===== config.mk =====
export PLATFORM = sky130hd
export DESIGN_NAME = aptb_cfg
export DESIGN_NICKNAME = d
export VERILOG_FILES = /design/src/hw/rtl/aptb_pkg.sv /design/src/hw/rtl/aptb_cfg.sv
export SDC_FILE = /design/constraint.sdc
export NUM_CORES = 1
export LEC_CHECK = 0
export BUFFER_PORTS_ARGS = -buffer_cell sky130_fd_sc_hd__buf_2
export CAP_MARGIN = 20
export CORE_MARGIN = 5
export CORE_UTILIZATION = 51
export DETAILED_ROUTE_END_ITERATION = 10
export PLACE_DENSITY_LB_ADDON = 0.05
export REMOVE_ABC_BUFFERS = 1
export SLEW_MARGIN = 20
export SYNTH_ARGS = -nofsm -noshare
export SYNTH_HDL_FRONTEND = slang
export SYNTH_SLANG_ARGS = --single-unit
export TNS_END_PERCENT = 5

===== constraint.sdc =====
create_clock -name clk -period 1.4 [get_ports clk]
set_input_delay 0 -clock clk [delete_from_list [all_inputs] [get_ports clk]]
set_output_delay 0 -clock clk [all_outputs]
set_load 0.01 [all_outputs]

===== src/hw/rtl/aptb_pkg.sv =====
// Package for the affine point transform with bounding box.
// Holds widths, register indexes, shared structs and the coordinate finishing function.
// No dependencies.
`timescale 1ns / 1ps

package aptb_pkg;

  localparam int CoordW = 32;
  localparam int CoefW = 24;
  localparam int ProdW = CoefW + CoordW;
  localparam int AccW = ProdW + 1;
  localparam int FracW = 16;
  localparam int LinW = AccW - FracW;
  localparam int SumW = LinW + 1;
  localparam int RoundBias = 2 ** (FracW - 1);
  localparam int CfgIndexW = 3;
  localparam int CfgDataW = 32;

  typedef enum logic [CfgIndexW-1:0] {
    REG_COEF_XX = 3'd0,
    REG_COEF_XY = 3'd1,
    REG_SHIFT_X = 3'd2,
    REG_COEF_YX = 3'd3,
    REG_COEF_YY = 3'd4,
    REG_SHIFT_Y = 3'd5
  } cfg_reg_t;

  typedef struct packed {
    logic signed [CoefW-1:0]  coef_xx;
    logic signed [CoefW-1:0]  coef_xy;
    logic signed [CoordW-1:0] shift_x;
    logic signed [CoefW-1:0]  coef_yx;
    logic signed [CoefW-1:0]  coef_yy;
    logic signed [CoordW-1:0] shift_y;
  } cfg_t;

  typedef struct packed {
    logic signed [ProdW-1:0] xx;
    logic signed [ProdW-1:0] xy;
    logic signed [ProdW-1:0] yx;
    logic signed [ProdW-1:0] yy;
    logic                    first;
  } prod_t;

  typedef struct packed {
    logic signed [CoordW-1:0] value;
    logic                     clipped;
  } coord_t;

  // Sum two products, round to nearest with ties up, add the translation and saturate.
  function automatic coord_t finish_coord(input logic signed [ProdW-1:0] pa,
                                          input logic signed [ProdW-1:0] pb,
                                          input logic signed [CoordW-1:0] sh);
    logic signed [AccW-1:0] acc;
    logic signed [LinW-1:0] lin;
    logic signed [SumW-1:0] sum;
    coord_t                 r;
    acc = AccW'(pa) + AccW'(pb) + AccW'(RoundBias);
    lin = LinW'(acc >>> FracW);
    sum = SumW'(lin) + SumW'(sh);
    if ((&sum[SumW-1:CoordW-1]) || !(|sum[SumW-1:CoordW-1])) begin
      r.value = sum[CoordW-1:0];
      r.clipped = 1'b0;
    end else begin
      r.value = sum[SumW-1] ? {1'b1, {(CoordW-1){1'b0}}} : {1'b0, {(CoordW-1){1'b1}}};
      r.clipped = 1'b1;
    end
    return r;
  endfunction

endpackage


===== src/hw/rtl/aptb_cfg.sv =====
// Configuration register file for the affine point transform.
// Depends on aptb_pkg for the register indexes and the cfg_t struct.
`timescale 1ns / 1ps

module aptb_cfg import aptb_pkg::*; (
  input  logic                 clk,
  input  logic                 rst,
  input  logic                 cfg_we,
  input  logic [CfgIndexW-1:0] cfg_index,
  input  logic [CfgDataW-1:0]  cfg_data,
  output cfg_t                 cfg
);

  always_ff @(posedge clk) begin
    if (rst) begin
      cfg.coef_xx <= CoefW'(65536);
      cfg.coef_xy <= '0;
      cfg.shift_x <= '0;
      cfg.coef_yx <= '0;
      cfg.coef_yy <= CoefW'(65536);
      cfg.shift_y <= '0;
    end else if (cfg_we) begin
      case (cfg_reg_t'(cfg_index))
        REG_COEF_XX: cfg.coef_xx <= cfg_data[CoefW-1:0];
        REG_COEF_XY: cfg.coef_xy <= cfg_data[CoefW-1:0];
        REG_SHIFT_X: cfg.shift_x <= cfg_data[CoordW-1:0];
        REG_COEF_YX: cfg.coef_yx <= cfg_data[CoefW-1:0];
        REG_COEF_YY: cfg.coef_yy <= cfg_data[CoefW-1:0];
        REG_SHIFT_Y: cfg.shift_y <= cfg_data[CoordW-1:0];
        default: ;
      endcase
    end
  end

endmodule


---- Yosys cells after proc, flatten, opt, wreduce, memory -nomap -nowiden ----
Index checks and enable logic that the tools add are counted.
word-level totals
  output and inout port bits .............. 160
  logic and storage cells ................. 18
  flip-flop bits (word level) ............. 160
cells by class
  reduce and logical (&&, ||, !) cells .... 7
  equal/unequal tests ..................... 5
operators with widths
  operator            number
  $reduce_and 2->1    6
  $eq 3x2->1 const B  2
  $eq 3x3->1 const B  2
  $eq 3x1->1 const B  1
  $logic_not 3->1     1

---- Logic depth before layout (Yosys ltp) ----
Gate-level depths: netlist of the first run.
  word-level depth ........................ 2
  depth in mapped cells ................... 5

---- Least setup slack after synthesis of the first run ----
Ideal clock, no wire load.
  path kind ............................... in2reg
  from .................................... input port cfg_index[2]
  to ...................................... register cfg[150] (netlist name)
  arrival time ............................ 1,008 ps
  setup slack ............................. 268 ps
  path buffers ............................ 3
  cell stages on the path ................. 5
  path through ............................ clkbuf_1 > or4b_1 > buf_6 > buf_12 > mux2i_1
between the ends
  word-level cells in the longest chain between the ends .. 2
ends and longest elaborated chain
  item                               RTL line        text
  start: declaration                 aptb_cfg.sv:9   input logic [CfgIndexW-1:0] cfg_index,
  $logic_not 3->1                    aptb_cfg.sv:23  case (cfg_reg_t'(cfg_index))
  $reduce_and 2->1 (no source line)  n/a
  end: declaration                   aptb_cfg.sv:11  output cfg_t cfg
Every way passes these cells.
A chain may end at the register's enable or synchronous reset.

==> flow_summary.toml, run 1 <==
[power_and_ir_drop]
p_seq_share_pct = 47.1
switching_share_pct = 21.5
power_switching_uw = 2150
p_leak_uw = 0.00441
total_power_uw = 10000
power.share.clock_pct = 45.5
power_density_mw_per_mm2 = 1190
ir_drop_uv = 686
internal_power_uw = 7850
comb_power_share_pct = 7.4

[routing]
wl_per_cell_um = 16.0
viasPerCell = 4.83
drt-initial-drc-count = 214
num_vias = 4654
ant_nets = 0
routed_wl_mm = 15.4
dr.pass1.iters = 6
drc = 0

[final_layout]
regMostFlops = "cfg"
largest_reg_flops = 160
largest_registers = "cfg x160"
final_layout_size_suffix_gt1_share_pct = 30.8
final_nets = 821
nFillCells = 934
diodes = 0
area_growth_syn_to_layout_pct = 33.0

[flow_run]
drv_cap = 0

[floorplan]
dieArea_mm2 = 0.0147
die_w_um = 121
initial_core_util_pct = 52.3
num_rows = 40
io_pins = 198
die_y_um = 121
fp.coreArea_mm2 = 0.0121

[logic_synthesis]
synth_warnings = 0
synth_cell_types = 15
syn_avg_cell_area_um2 = 11.2
syn_inst = 564
syn_area_mm2 = 0.00631
ys_ff_latch = 160
seq_area_frac_synth_pct = 50.8

[cts]
insertion_delay_ns = 0.40
cts_resized = 0
cts_buffers = 17
path_clk_slew_ns = 0.06
cts.htree.levels = 4
postCtsSetupRepairBufs = 0
numClockSinks = 160
ctsHoldBuffers = 31
tritoncts = "yes"
cts_buffer_depth = 2
root_buffer = "clkbuf_16"

[sta]
hold_viol_final = 0
finalWorstSetupSlack_ns = 0.274
max_freq_ghz = 0.888
worst_slew_pin_slew_ns = 0.444
timing.final.crit_share_pct = 80.4
slew_headroom_pct = 70.4
rsz0062_at_grt = "false"
slew_viol_final = 0
setup_viol = 0
min_period_ns = 1.13
fin_skew_ns = 0
holdWs_ns = 0.0105

[placement]
dp_hpwl_mm = 10.5
place.gp.congestion = 0.791
io_buffers = 197
place_ws_ns = 0.206

[global_routing]
gr-usage-met3_pct = 7.13
grt_pass1_wl_mm = 24.5
grt_max_degree = 79
antenna_found_initial = 0
grtUsageTotal_pct = 21.2
grt_overflow_total = 0
global_route.usage.met2_pct = 35.8
met1_usage_pct = 25.1
grt.busiest_layer = "met2"
grt_pass1_vias = 4812

[setup_path]
crit_path_end_kind = "flip-flop"
critPathLaunchType = "input port"
cp_max_fo = 32
reg2regPathDepth = 2
critical_path_class = "input port to flip-flop"
cp.arrival_ns = 1.40
critPathRequiredTime_ns = 1.67

[hold_path]
hold_path.class = "input port to flip-flop"
hold_depth = 3

[run_status]
status = "completed"
## layer usage
layer | vias up | share of wire (%)
li1 | 2308 | -
met1 | 2176 | 42
met2 | 148 | 49
met3 | 22 | 7.7
met4 | 0 | 1.7
met5 | - | 0
## cells in the final DEF (no fill, tap or decap), types with 4 or more instances in the layout
cell / count
buf_2: 196
dlygate4sd3_1: 31
mux2i_1: 160
clkinvlp_4: 4
clkbuf_8: 4
dfxtp_1: 160
nand2b_1: 190
buf_4: 10
clkbuf_16: 17
buf_12: 5
## Yosys cell counts
cell,instances,area share (%)
nor4b_1,1,0.14
buf_6,2,0.36
nor4bb_1,1,0.16
clkbuf_2,1,0.079
buf_2,16,1.3
clkbuf_1,22,1.3
nand4bb_1,3,0.54
nor2_1,3,0.18
or4b_1,1,0.16
buf_12,1,0.32
nand4b_1,2,0.28
mux2i_1,160,25
dfxtp_1,160,51
nand2b_1,190,19
and4bb_2,1,0.20
## worst paths after layout
check / startpoint / end / slack [ns]
max: rst / cfg[98] / 0.27
min: cfg_data[21] / cfg[21] / 0.01
max reg2reg: cfg[148] / cfg[148] / 0.75
min reg2reg: cfg[109] / cfg[109] / 0.47
## power by group through the flow
stage	sequential (uW)	clock, uW	combinational (uW)
2_1_floorplan	4850	0	318
3_3_place_gp	4800	0	667
3_5_place_dp	4810	0	685
4_1_cts	4710	4660	754
5_1_grt	4720	4840	813
6_report	4710	4550	744
## logic make-up (layout without fill, tap and decap cells)
logic type / count (synthesis) / after routing / synth area share (%)
buffers and inverters: 42 / 274 / 3.33
flip-flops: 160 / 160 / 50.8
AND/OR/NAND/NOR: 202 / 202 / 20.5
multiplexers: 160 / 160 / 25.4
## metrics by stage
stage	setup TNS (ns)	std cells	utilization (%)	instance area, um2
2_1_floorplan	-37.81	522	-	6100
3_3_place_gp	0	901	62.1	7490
3_5_place_dp	0	901	62.1	7490
4_1_cts	0	964	69.6	8390
5_1_grt	0	964	69.6	8390
6_report	0	964	69.6	8390
## layout make-up
type / instances / area (um2) / area share (%)
tap: 168 / 210 / 2.50
clock buffer: 24 / 492 / 5.86
multi-input combinational: 362 / 2920 / 34.8
sequential: 160 / 3200 / 38.2
timing repair buffer: 242 / 1470 / 17.5
clock inverter: 8 / 104 / 1.24
## critical path, stage by stage
cell,delay (ns)
dlygate4sd3_1,0.52
buf_4,0.19
buf_4,0.28
nand2b_1,0.27
mux2i_1,0.12
No activity file was read; power rests on OpenSTA's default activity.
==> run 2, diff against run 1 <==
--- a/config.mk
+++ b/config.mk
@@ -5,10 +5,11 @@
 export SDC_FILE = /design/constraint.sdc
 export NUM_CORES = 1
 export LEC_CHECK = 0
+export ABC_AREA = 1
 export BUFFER_PORTS_ARGS = -buffer_cell sky130_fd_sc_hd__buf_2
 export CAP_MARGIN = 20
 export CORE_MARGIN = 5
-export CORE_UTILIZATION = 51
+export CORE_UTILIZATION = 46
 export DETAILED_ROUTE_END_ITERATION = 10
 export PLACE_DENSITY_LB_ADDON = 0.05
 export REMOVE_ABC_BUFFERS = 1
==> constraint.sdc (replaced) <==
create_clock -name clk -period 1 [get_ports clk]
set_input_delay 0 -clock clk [delete_from_list [all_inputs] [get_ports clk]]
set_output_delay 0 -clock clk [all_outputs]
set_load 0.01 [all_outputs]
==> run 2 against run 1 <==
  * Combinational power grew 130%
  * Largest power group unchanged
  * Register-to-register slack got worse by 0.36 ns
  * Wire length is 27% higher
  * First-iteration DRC count up 110%
  * Worst setup slack got worse by 0.23 ns
  * Area after synthesis rose by 0.36%
  * Die area grew 10%
  * Largest cell class unchanged
  * Clock power up 42%
  * Via count increased by 37%
  * Total power increased by 49%
  * Global-route usage grew 2.5 points
==> flow_summary.toml, run 2 <==
[final_layout]
diodes = 0
regMostFlops = "cfg"
final_cell_mix = "nor2_1 (316), buf_2 (197), nand2_1 (168)"
final_common_cell = "nor2_1"
area_growth_syn_to_layout_pct = 35.8
final_nets = 1170
final_util_pct = 64.4
final_layout_size_suffix_gt1_share_pct = 23.4
largest_registers = "cfg x160"
largest_reg_flops = 160
nFillCells = 1275

[placement]
io_buffers = 197
place.gp.congestion = 0.778
dp_hpwl_mm = 12.8
place_ws_ns = -0.0345

[sta]
finalWorstSetupSlack_ns = 0.0406
fin_skew_ns = 0
hold_viol_final = 0
max_freq_ghz = 1.04
timing.final.crit_share_pct = 95.9
min_period_ns = 0.959
slew_headroom_pct = 79.1
slew_viol_final = 0
setup_viol = 0
worst_slew_pin_slew_ns = 0.313
rsz0062_at_grt = "false"

[logic_synthesis]
yosysTopAreaCell = "dfxtp_1"
ys_ff_latch = 160
yosysTopAreaCellShare_pct = 50.6
synth_warnings = 0
synth_area_leaders = "dfxtp_1 (51%), nor2_1 (19%), nand3_1 (13%)"
syn_area_mm2 = 0.00633
seq_area_frac_synth_pct = 50.6
synth_cell_types = 13
syn_avg_cell_area_um2 = 6.90
netlist_top_cells_count = "nor2_1 (321), nand2_1 (168), dfxtp_1 (160), nand3_1 (160), buf_2 (36)"
synth-edff-count = 0
synthArstFlopShare_pct = 0
syn_inst = 917
synth.most_common_cell = "nor2_1"
synthFlopType = "dfxtp_1"

[floorplan]
io_pins = 198
die_y_um = 127
fp.coreArea_mm2 = 0.0133
die_w_um = 127
dieArea_mm2 = 0.0162
initial_core_util_pct = 47.4
num_rows = 42

[routing]
ant_nets = 0
drt-initial-drc-count = 450
dr.pass1.iters = 5
routed_wl_mm = 19.6
drc = 0
num_vias = 6360
wl_per_cell_um = 14.8
viasPerCell = 4.82

[hold_path]
hold_depth = 4
holdPathEnd = "cfg[48]"
hold_path.class = "input port to flip-flop"
min_from = "cfg_we"

[power_and_ir_drop]
ir_drop_uv = 1360
power_switching_uw = 3620
switching_share_pct = 24.4
internal_power_uw = 11300
power.share.clock_pct = 43.4
p_leak_uw = 0.00426
p_seq_share_pct = 45.1
power_density_mw_per_mm2 = 1730
comb_power_share_pct = 11.5

[cts]
path_clk_slew_ns = 0.06
insertion_delay_ns = 0.42
cts.htree.levels = 4
root_buffer = "clkbuf_16"
tritoncts = "yes"
numClockSinks = 160
cts_buffer_depth = 2
cts_resized = 0
postCtsSetupRepairBufs = 0
ctsHoldBuffers = 32
cts_buffers = 17

[setup_path]
critPathSlowestCell = "dfxtp_1"
critPathRequiredTime_ns = 1.00
cp_num_buf_inv = 1
rr_endpoint = "cfg[85]"
path_delay_family = "flip-flops"
cp.arrival_ns = 0.96
critPathLaunchType = "flip-flop"
crit_path_end_kind = "output pin"
critPathMaxStageDelay_ns = 0.39
crit_chain = "buf_2"
worst_r2r_startpoint = "cfg[85]"
cp_max_fo = 2
rrSetupSlack_ns = 0.39
critical_path_class = "flip-flop to output pin"
reg2regPathDepth = 2

[run_status]
status = "completed"

[global_routing]
antenna_found_initial = 0
grtUsageTotal_pct = 23.7
grt_pass1_wl_mm = 30.7
grt_max_degree = 69
grt_pass1_vias = 5926
grt_overflow_total = 0

[flow_run]
drv_cap = 0
[run 2: cell count changes after synthesis, moves of 5 or more]
cell	change
nand2b_1	-190
nand3_1	+160
buf_1	+12
mux2i_1	-160
clkbuf_1	-12
nor2_2	+5
inv_1	+35
nor2_1	+318
nand2_1	+168
buf_2	+20
[run 2: worst max-delay path by stage]
stage                 startpoint       end  slack [ns]  depth (start not counted)
floorplan                 cfg_we  cfg[152]       -1.34                          5
global placement    cfg_index[1]   cfg[52]        0.01                          7
detailed placement  cfg_index[2]  cfg[127]       -0.03                          7
CTS                      cfg[71]   cfg[71]        0.03                          1
global route             cfg[71]   cfg[71]       0.002                          1
finish                   cfg[71]   cfg[71]        0.04                          1
[run 2: final cells by class]
cell class	instances	area, um2	share of cell area [%]
clock buffers	25	505	5.88
inverters	39	149	1.73
clock inverters	5	77.6	0.902
flip-flops and latches	160	3200	37.3
multi-input cells	655	2710	31.5
well taps	176	220	2.56
repair buffers	259	1730	20.1
[run 2: layer usage]
metal	wire length [um]	global-route usage (%)	vias up	part of all wire, %
li1	-	-	3262	-
met1	8600	30.6	2884	44
met2	9150	38.3	194	47
met3	1560	7.26	20	8.0
met4	250	7.07	0	1.3
met5	0	0	-	0
[run 2: cell families after synthesis]
group / synth area share, %
buf+inv: 7.18
simple gates: 42.1
compound gates: 0.0790
flops: 50.6
[run 2: power by group through the flow]
stage / Combinational, uW / Clock, uW / Sequential (uW)
2_1_floorplan: 779 / 0 / 6950
3_3_place_gp: 1600 / 0 / 6850
3_5_place_dp: 1610 / 0 / 6860
4_1_cts: 1710 / 6540 / 6720
5_1_grt: 1900 / 6830 / 6740
6_report: 1700 / 6460 / 6720
[run 2: through the flow]
| stage | total power [uW] | setup TNS, ns | cell area (um2) | hold WS [ns] | cells |
|---|---|---|---|---|---|
| after floorplan | 7730 | -193.80 | 6020 | 0.113 | 854 |
| after global placement | 8450 | 0 | 7690 | 0.253 | 1257 |
| after detailed placement | 8470 | -0.248 | 7690 | 0.254 | 1257 |
| after global routing | 15500 | 0 | 8600 | 0.0963 | 1319 |
| final | 14900 | 0 | 8600 | 0.0544 | 1319 |
| after CTS | 15000 | 0 | 8600 | 0.0519 | 1319 |
